==> src/rtl/isn_pkg.sv <==
`timescale 1ns / 1ps

package isn_pkg;

  localparam int RADICAND_W = 32;
  localparam int ROOT_W     = 17;
  localparam int S_TDATA_W  = 32;
  localparam int M_TDATA_W  = 24;

  typedef enum logic [2:0] {
    S_WAIT    = 3'd0,
    S_INIT    = 3'd1,
    S_DIV     = 3'd2,
    S_WAITDIV = 3'd3,
    S_AVG     = 3'd4,
    S_STEP    = 3'd5,
    S_OUT     = 3'd6
  } step_t;

  typedef enum logic [2:0] {
    COND_ALWAYS  = 3'd0,
    COND_IN      = 3'd1,
    COND_SMALL   = 3'd2,
    COND_DIVDONE = 3'd3,
    COND_QGE     = 3'd4,
    COND_OUTFREE = 3'd5
  } cond_t;

  typedef struct packed {
    logic ld_v;
    logic ld_g_half;
    logic ld_g_nxt;
    logic ld_nxt_v;
    logic ld_nxt_avg;
    logic div_start;
    logic ld_q;
    logic ld_out;
  } action_t;

  typedef struct packed {
    cond_t   cond;
    logic    gate;
    action_t act;
    step_t   tgt_t;
    step_t   tgt_f;
  } ctrl_word_t;

  // The microprogram. When gate is set the actions fire only when the
  // condition holds; otherwise they fire unconditionally.
  function automatic ctrl_word_t ctrl_rom(step_t pc);
    ctrl_word_t w;
    w = '0;
    w.cond  = COND_ALWAYS;
    w.tgt_t = S_WAIT;
    w.tgt_f = S_WAIT;
    case (pc)
      S_WAIT: begin
        w.cond     = COND_IN;
        w.gate     = 1'b1;
        w.act.ld_v = 1'b1;
        w.tgt_t    = S_INIT;
        w.tgt_f    = S_WAIT;
      end
      S_INIT: begin
        w.cond          = COND_SMALL;
        w.act.ld_g_half = 1'b1;
        w.act.ld_nxt_v  = 1'b1;
        w.tgt_t         = S_OUT;
        w.tgt_f         = S_DIV;
      end
      S_DIV: begin
        w.act.div_start = 1'b1;
        w.tgt_t         = S_WAITDIV;
        w.tgt_f         = S_WAITDIV;
      end
      S_WAITDIV: begin
        w.cond     = COND_DIVDONE;
        w.gate     = 1'b1;
        w.act.ld_q = 1'b1;
        w.tgt_t    = S_AVG;
        w.tgt_f    = S_WAITDIV;
      end
      S_AVG: begin
        w.cond           = COND_QGE;
        w.act.ld_nxt_avg = 1'b1;
        w.tgt_t          = S_OUT;
        w.tgt_f          = S_STEP;
      end
      S_STEP: begin
        w.act.ld_g_nxt = 1'b1;
        w.tgt_t        = S_DIV;
        w.tgt_f        = S_DIV;
      end
      S_OUT: begin
        w.cond       = COND_OUTFREE;
        w.gate       = 1'b1;
        w.act.ld_out = 1'b1;
        w.tgt_t      = S_WAIT;
        w.tgt_f      = S_OUT;
      end
      default: begin
        w.tgt_t = S_WAIT;
        w.tgt_f = S_WAIT;
      end
    endcase
    return w;
  endfunction

endpackage

==> src/rtl/isn_div.sv <==
`timescale 1ns / 1ps

module isn_div #(
  parameter int WIDTH = 32
) (
  input  logic             clk,
  input  logic             rst,
  input  logic             start,
  input  logic [WIDTH-1:0] dividend,
  input  logic [WIDTH-1:0] divisor,
  output logic [WIDTH-1:0] quotient,
  output logic             done
);

  localparam int CW = $clog2(WIDTH + 1);

  logic [WIDTH-1:0] rem;
  logic [WIDTH-1:0] quo;
  logic [WIDTH-1:0] den;
  logic [CW-1:0]    cnt;
  logic             busy;
  logic [WIDTH:0]   trial;
  logic [WIDTH:0]   diff;
  logic             fits;

  always_comb begin
    trial = {rem, quo[WIDTH-1]};
    diff  = trial - {1'b0, den};
    fits  = trial >= {1'b0, den};
  end

  always_ff @(posedge clk) begin
    if (rst) begin
      busy <= 1'b0;
      done <= 1'b0;
      cnt  <= '0;
    end else begin
      done <= 1'b0;
      if (start && !busy) begin
        rem  <= '0;
        quo  <= dividend;
        den  <= divisor;
        cnt  <= CW'(WIDTH);
        busy <= 1'b1;
      end else if (busy) begin
        rem <= fits ? diff[WIDTH-1:0] : trial[WIDTH-1:0];
        quo <= {quo[WIDTH-2:0], fits};
        cnt <= cnt - CW'(1);
        if (cnt == CW'(1)) begin
          busy <= 1'b0;
          done <= 1'b1;
        end
      end
    end
  end

  assign quotient = quo;

endmodule

==> src/rtl/integer_sqrt_newton.sv <==
`timescale 1ns / 1ps

// Channel  Direction  Transfer when          tdata fields (lowest bit up)
// s_axis   in         s_tvalid && s_tready   radicand[31:0]
// m_axis   out        m_tvalid && m_tready   root[16:0], zero fill to 24 bits
//
// Each Newton pass is paced by the bit-serial divider that computes
// radicand / guess; radicands 0 and 1 skip the divider and go straight to
// the output step.
// Reset clears the step counter, the divider control and the output valid.
// A result waits in the output register while the next radicand is taken.

module integer_sqrt_newton #(
  parameter int DATA_WIDTH = 32
) (
  input  logic                          clk,
  input  logic                          rst,
  input  logic                          s_tvalid,
  output logic                          s_tready,
  input  logic [isn_pkg::S_TDATA_W-1:0] s_tdata,  // radicand[31:0]
  output logic                          m_tvalid,
  input  logic                          m_tready,
  output logic [isn_pkg::M_TDATA_W-1:0] m_tdata   // root[16:0], zeros above
);

  import isn_pkg::*;

  localparam int W = DATA_WIDTH;

  step_t      pc;
  step_t      pc_next;
  ctrl_word_t cw;
  logic       cond_true;
  logic       fire;

  logic [W-1:0]      v;
  logic [W-1:0]      g;
  logic [W-1:0]      q;
  logic [W-1:0]      nxt;
  logic [W-1:0]      avg;
  logic [W-1:0]      div_q;
  logic              div_done;
  logic [ROOT_W-1:0] root;

  isn_div #(
    .WIDTH(W)
  ) u_div (
    .clk      (clk),
    .rst      (rst),
    .start    (fire && cw.act.div_start),
    .dividend (v),
    .divisor  (g),
    .quotient (div_q),
    .done     (div_done)
  );

  always_comb begin
    cw = ctrl_rom(pc);
    case (cw.cond)
      COND_ALWAYS:  cond_true = 1'b1;
      COND_IN:      cond_true = s_tvalid;
      COND_SMALL:   cond_true = v <= W'(1);
      COND_DIVDONE: cond_true = div_done;
      COND_QGE:     cond_true = q >= g;
      COND_OUTFREE: cond_true = !m_tvalid || m_tready;
      default:      cond_true = 1'b1;
    endcase
    fire    = cond_true || !cw.gate;
    pc_next = cond_true ? cw.tgt_t : cw.tgt_f;
    avg     = (g >> 1) + (q >> 1) + W'(g[0] & q[0]);
  end

  assign s_tready = (cw.cond == COND_IN);

  always_ff @(posedge clk) begin
    if (rst) begin
      pc       <= S_WAIT;
      m_tvalid <= 1'b0;
    end else begin
      pc <= pc_next;
      if (fire && cw.act.ld_out) begin
        m_tvalid <= 1'b1;
      end else if (m_tready) begin
        m_tvalid <= 1'b0;
      end
    end
  end

  always_ff @(posedge clk) begin
    if (fire && cw.act.ld_v) begin
      v <= W'(s_tdata);
    end
    if (fire && cw.act.ld_g_half) begin
      g <= v >> 1;
    end else if (fire && cw.act.ld_g_nxt) begin
      g <= nxt;
    end
    if (fire && cw.act.ld_q) begin
      q <= div_q;
    end
    if (fire && cw.act.ld_nxt_v) begin
      nxt <= v;
    end else if (fire && cw.act.ld_nxt_avg) begin
      nxt <= avg;
    end
    if (fire && cw.act.ld_out) begin
      root <= ROOT_W'(nxt);
    end
  end

  assign m_tdata = M_TDATA_W'(root);

  a_accept_to_init : assert property (@(posedge clk) disable iff (rst)
    (s_tvalid && s_tready) |=> (pc == S_INIT))
    else $error("accepted radicand did not start the program");

  a_guess_nonzero : assert property (@(posedge clk) disable iff (rst)
    (pc == S_DIV) |-> (g != '0))
    else $error("division started with a zero guess");

  a_done_in_wait : assert property (@(posedge clk) disable iff (rst)
    div_done |-> (pc == S_WAITDIV))
    else $error("divider finished outside its wait step");

  a_out_loaded : assert property (@(posedge clk) disable iff (rst)
    (pc == S_OUT && (!m_tvalid || m_tready)) |=> (m_tvalid && pc == S_WAIT))
    else $error("result not presented after the output step");

endmodule
==> config.mk <==
export PLATFORM = sky130hd
export DESIGN_NAME = integer_sqrt_newton
export DESIGN_NICKNAME = d
export VERILOG_FILES = /design/src/rtl/isn_pkg.sv /design/src/rtl/isn_div.sv /design/src/rtl/integer_sqrt_newton.sv
export SDC_FILE = /design/constraint.sdc
export NUM_CORES = 1
export LEC_CHECK = 0
export ABC_AREA = 1
export BUFFER_PORTS_ARGS = -buffer_cell sky130_fd_sc_hd__buf_2
export CAP_MARGIN = 20
export CORE_MARGIN = 3
export CORE_UTILIZATION = 30
export DETAILED_ROUTE_END_ITERATION = 8
export GPL_ROUTABILITY_DRIVEN = 1
export PLACE_DENSITY = 0.47
export RECOVER_POWER = 50
export SYNTH_ARGS = -nofsm -noshare
export SYNTH_HDL_FRONTEND = slang
export SYNTH_SLANG_ARGS = --single-unit
==> constraint.sdc <==
create_clock -name clk -period 9.6 [get_ports clk]
set_clock_uncertainty 0.1 [all_clocks]
set_input_delay 1.92 -clock clk [delete_from_list [all_inputs] [get_ports clk]]
set_output_delay 1.92 -clock clk [all_outputs]
set_load 0.05 [all_outputs]
=== Yosys cells after proc, flatten, opt, wreduce, memory -nomap -nowiden ===
Cells that the tools add are included.

* Output and inout bits: 26
* Register bits after elaboration: 253
* Input bits: 36

* Equal/unequal tests: 12
* Mux-type cells: 28
* Reduce and logical (&&, ||, !) cells: 23
* Bitwise gates (word level): 3
* Add/subtract/negate cells: 4
* $lt $le $gt $ge: 3

{| class="wikitable"
|+ Operator list
! kind !! count
|-
| $mux W32 || 6
|-
| $mux W31 || 2
|-
| $pmux W6 S7 || 1
|-
| $ge A33 B32 Y1 || 1
|-
| $add A31 B31 Y32 || 1
|-
| $add A32 B1 Y32 || 1
|-
| $ge A32 B32 Y1 || 1
|-
| $le A32 B1 Y1 const B || 1
|-
| $sub A32 B32 Y32 || 1
|-
| $eq A3 B3 Y1 const B || 5
|-
| $pmux W3 S5 || 1
|-
| $mux W1 || 14
|-
| $eq A3 B2 Y1 const B || 4
|-
| $mux W6 || 2
|-
| $logic_and A1 B1 Y1 || 8
|-
| $reduce_bool A2 Y1 || 4
|-
| $eq A3 B1 Y1 const B || 2
|-
| $eq A6 B1 Y1 const B || 1
|-
| $reduce_or A3 Y1 || 2
|-
| $sub A6 B1 Y6 const B || 1
|-
| $pmux W1 S5 || 1
|-
| $reduce_and A2 Y1 || 2
|-
| $logic_not A1 Y1 || 3
|-
| $logic_not A3 Y1 || 1
|-
| 5 further kinds || 7
|}

=== Longest topological paths before layout ===
* Word-level depth: 9
* Gate-level depth with buffers: 17
* Depth with buffers taken out: 17

=== Cells and area by module ===
Synthesis repeated with hierarchy kept, for this count alone.

* Cell total of the unflattened synthesis: 1,789
* Area, all modules: 15,498.6 um^2

{| class="wikitable"
|+ By module, submodules not included
! module !! cells an instance !! instances !! area each (um^2) !! seq. area each (um^2)
|-
| integer_sqrt_newton || 879 || 1 || 8,345.5 || 4,424.2
|-
| isn_div || 910 || 1 || 7,153.1 || 3,042.9
|}

=== Worst setup path before layout ===
No wires, ideal clock.

* Path kind: input to register
* Start point: input rst
* End point: register u_div.quo[0] (netlist: u_div.quotient[0]) (enable)
* Buffers on the path: 1
* Stages on the path: 2
* Arrival time: 6.616 ns
* Required time: 8.926 ns
* Slack: 2.310 ns
* Cell sequence: clkbuf_1 o21ai_0

* Word-level cells in the longest chain between the ends: 2

{| class="wikitable"
|+ RTL lines
! what !! line !! source
|-
| start: declaration || integer_sqrt_newton.sv:17 || <nowiki>input logic rst,</nowiki>
|-
| $not A1 Y1 (no line) || -- ||
|-
| $reduce_and A2 Y1 (no line) || -- ||
|-
| end signal: assignment || isn_div.sv:41 || <nowiki>quo <= dividend;</nowiki>
|-
| end signal: assignment || isn_div.sv:47 || <nowiki>quo <= {quo[WIDTH-2:0], fits};</nowiki>
|-
| end: declaration || isn_div.sv:18 || <nowiki>logic [WIDTH-1:0] quo;</nowiki>
|}

Every way passes these cells.
A chain may end at the register's enable or synchronous reset.

=== Worst setup path after layout ===
* Start point: register pc[0]
* End point: register nxt[28] (enable)

* Word-level cells in the longest chain between the ends: 7

{| class="wikitable"
|+ RTL lines
! what !! line !! source
|-
| start: declaration || integer_sqrt_newton.sv:30 || <nowiki>step_t pc;</nowiki>
|-
| start signal: assignment || integer_sqrt_newton.sv:80 || <nowiki>pc <= pc_next;</nowiki>
|-
| $eq A3 B3 Y1, or another cell as far along || isn_pkg.sv:56 || <nowiki>case (pc)</nowiki>
|-
| $pmux W3 S5 / $reduce_or A3 Y1 (equally long branches) || -- ||
|-
| $eq A3 B3 Y1, or another cell as far along || integer_sqrt_newton.sv:59 || <nowiki>case (cw.cond)</nowiki>
|-
| $pmux W1 S5 / $logic_not A1 Y1 (equally long branches) || integer_sqrt_newton.sv:59, integer_sqrt_newton.sv:68 ||
|-
| $logic_or A1 B1 Y1 || integer_sqrt_newton.sv:68 || <nowiki>fire = cond_true || !cw.gate;</nowiki>
|-
| $logic_and A1 B1 Y1, on equally long branches || integer_sqrt_newton.sv:101, integer_sqrt_newton.sv:103 ||
|-
| $reduce_bool A2 Y1 (no line) (*) || -- ||
|-
| end signal: assignment || integer_sqrt_newton.sv:102 || <nowiki>nxt <= v;</nowiki>
|-
| end signal: assignment || integer_sqrt_newton.sv:104 || <nowiki>nxt <= avg;</nowiki>
|-
| end: declaration || integer_sqrt_newton.sv:39 || <nowiki>logic [W-1:0] nxt;</nowiki>
|}

Every way passes the cells marked *; elsewhere a longest branch is shown, timed or not.

==> flow_metrics.py <==
metrics = {
    "outcome": {
        "status": "finished, violations left",
        "violations": "capacitance limit, slew limit",
    },
    "power": {
        "p_seq_frac": 0.396,
        "internal_power_uw": 2800,
        "power.density_nw_per_um2": 278,
        "combPwrFrac": 0.362,
        "ir_drop_mv": 0.150,
        "p_sw_frac": 0.390,
        "finalPower_uw": 4600,
        "netSwitchingPower_uw": 1790,
        "pwr-share-clk": 0.242,
        "leakagePower_uw": 0.00724,
    },
    "clocking": {
        "cts_post_setup_buffers_inserted": 0,
        "cts_max_level": 1,
        "path_clk_slew_ps": 70,
        "clock_latency_ps": 590,
        "cts_num_sinks": 253,
        "cts_buffer_depth": 3,
        "cts_tree": "done",
        "clockRootBuffer": "clkbuf_16",
        "cts_resized": 0,
        "ctsHoldBuffers": 0,
        "cts_made_buffers": 31,
    },
    "worst_setup_path": {
        "cp_cell_sequence": "inv_1, nor2_1, clkbuf_1, inv_1, nor2_2, buf_4, inv_1, buf_4, o21ai_4, buf_4",
        "cp_data_arrival_time_ps": 5710,
        "crit_type": "register to register",
        "crit_path_top_delay_cell": "clkbuf_1",
        "slowest_delay_ps": 1110,
        "worst-path-max-fanout": 41,
        "worstPathRequired_ps": 9710,
        "cp-start-kind": "register",
        "endpoint_kind": "register",
    },
    "placement": {
        "place_congestion": 0.905,
        "hpwlAfterDp_um": 29900,
        "io_buffers": 54,
    },
    "layout": {
        "layout_commonest_cell": "nand2_1",
        "area_delta_synth_final_pct": 12.9,
        "nNetsFinal": 1850,
        "final_cell_mix": "nand2_1 (386), inv_1 (242), edfxtp_1 (240)",
        "num_antenna_cells": 0,
        "drive_gt1_frac": 0.0707,
        "post-route-util": 0.345,
    },
    "drt": {
        "vias": 11034,
        "drc_errors": 0,
        "wire_per_inst_um": 17.1,
        "drtIter0Drc": 731,
        "totalWireLength_um": 40200,
        "drt_pass1_iterations": 5,
        "via_per_inst": 4.69,
        "ant_nets": 0,
    },
    "timing": {
        "drv_slew": 101,
        "rsz0062_at_grt": "no",
        "final_hold_viol_count": 0,
        "setup_viol": 0,
        "worst_slew_pin_slew_ps": 3540,
        "max-slew-margin-rel": -1.36,
        "layout_min_cycle_time_ps": 5600,
        "setup_tns_ps": 0,
        "whs_ps": 348,
        "timing.fmax_ghz": 0.179,
        "fin_crit_sh": 0.583,
    },
    "hold_path": {
        "hp-class": "register to register",
    },
    "synth": {
        "syn_area_per_cell_um2": 8.89,
        "ys.flop_type": "edfxtp_1",
        "yosysUniqueCellTypes": 52,
        "ys_seq_elements": 253,
        "synth_enable_flop_cells": 240,
        "synthArstFlopShare": 0,
        "yosysTopAreaCell": "edfxtp_1",
        "netlist_area_um2": 14700,
        "synth.top_cell.area_share": 0.492,
        "netlist_top_cells_area": "edfxtp_1 (49%), nand2_1 (9.9%), ha_1 (8.3%)",
        "postSynthCellCount": 1648,
        "yosys_warnings": 0,
        "synth-seq-area-share": 0.510,
    },
    "global_route": {
        "grt_usage": 0.158,
        "grt_first_pass_wirelength_um": 63300,
        "antenna_found_initial": 1,
        "grt_pass1_vias": 11247,
        "overflow": 0,
        "grt_max_degree": 68,
    },
    "floorplanning": {
        "io_pins": 62,
        "core.rowCount": 80,
        "die_y_um": 227,
        "die_w_um": 227,
        "start_util": 0.306,
        "core_area_um2": 47900,
        "die-area_um2": 51500,
    },
    "job": {
        "cap_violations": 2,
    },
}
[sequential cells by signal, summed over array words and instances (netlist names)]
| name | flops |
|---|---|
| root | 17 |
| u_div.cnt | 6 |
| g | 32 |
| u_div.busy | 1 |
| u_div.den | 32 |
| u_div.quotient | 32 |
| u_div.done | 1 |
| v | 32 |
| m_tvalid | 1 |
| q | 32 |
| nxt | 32 |
| u_div.rem | 32 |
| pc | 3 |
[layout make-up]
class / instances / area, um2
clock inverters: 17 / 126
well taps: 615 / 769
multi-input cells: 1121 / 6110
repair buffers: 63 / 320
clock buffers: 41 / 833
inverters: 244 / 918
fillers: 4937 / 31400
flip-flops and latches: 253 / 7470
[kinds of logic (layout without fill, tap and decap cells)]
logic type | Yosys count | after routing | synth area share
AO/OA/AOI/OAI | 277 | 277 | 0.107
XOR/XNOR | 22 | 22 | 0.0131
adder cells (fa/ha/maj) | 100 | 100 | 0.0869
buffers and inverters | 280 | 365 | 0.0763
flip-flops | 253 | 253 | 0.510
other | 1 | 7 | 0.000256
AND/OR/NAND/NOR | 715 | 715 | 0.206
[path summary, 6_finish.rpt]
path	endpoint	from	slack, ps	depth (start not counted)
setup / recovery	nxt[28]	pc[0]	4000	10
hold / removal	q[1]	u_div.quotient[1]	350	0
setup reg to reg	nxt[28]	pc[0]	4000	10
hold reg to reg	q[1]	u_div.quotient[1]	350	0
[layer usage]
layer	global-route usage	up-vias	part of all wire
li1	-	5613	-
met1	0.218	5183	0.48
met2	0.264	181	0.46
met5	0	-	0
met4	0.0413	0	0.029
met3	0.0210	57	0.035
[synth_stat cells (2+ instances only)]
library cell and n:
buf_2 6, o21bai_1 17, dfxtp_1 13, a21boi_0 7
inv_1 240, xnor2_1 4, nor2_2 4, nand2_1 386
nor4_1 4, xor2_1 18, a21oi_2 2, and3_1 4
o21ai_1 4, nand2_2 2, nand4_1 17, nor2_1 178
nand3_1 64, a21oi_1 96, o21ai_0 110, edfxtp_1 240
inv_2 3, nand3b_1 28, buf_4 9, fa_1 3
clkbuf_1 18, nor3b_1 2, a21o_1 14, o211ai_1 4
o31ai_1 2, o21ai_2 3, or2_2 2, o21a_1 4
nor3_1 18, ha_1 97, buf_6 3, a31oi_1 5
o22ai_1 2
[critical path, delay by kind of cell, from the launching register on]
kind / cells / cell delay [ps]
compound gates: 1 / 90
buf+inv: 7 / 3380
flops: 1 / 470
simple gates: 2 / 1090
[power by group through the flow]
| stage | logic [uW] | registers (uW) | clock network [uW] |
|---|---|---|---|
| after floorplan | 1210 | 1780 | 0 |
| after global placement | 1650 | 1840 | 0 |
| after detailed placement | 1670 | 1840 | 0 |
| after CTS | 1670 | 1820 | 1150 |
| after global routing | 1910 | 1850 | 1200 |
| final | 1660 | 1820 | 1110 |
[stage by stage]
step	setup WS, ps	instances	instance area [um2]
4_1_cts	5520	2353	16600
3_5_place_dp	5530	2295	15600
2_1_floorplan	2310	1654	14700
6_report	4000	2354	16500
3_3_place_gp	5570	2295	15600
5_1_grt	3330	2354	16500
No activity file was read; power rests on OpenSTA's default activity.
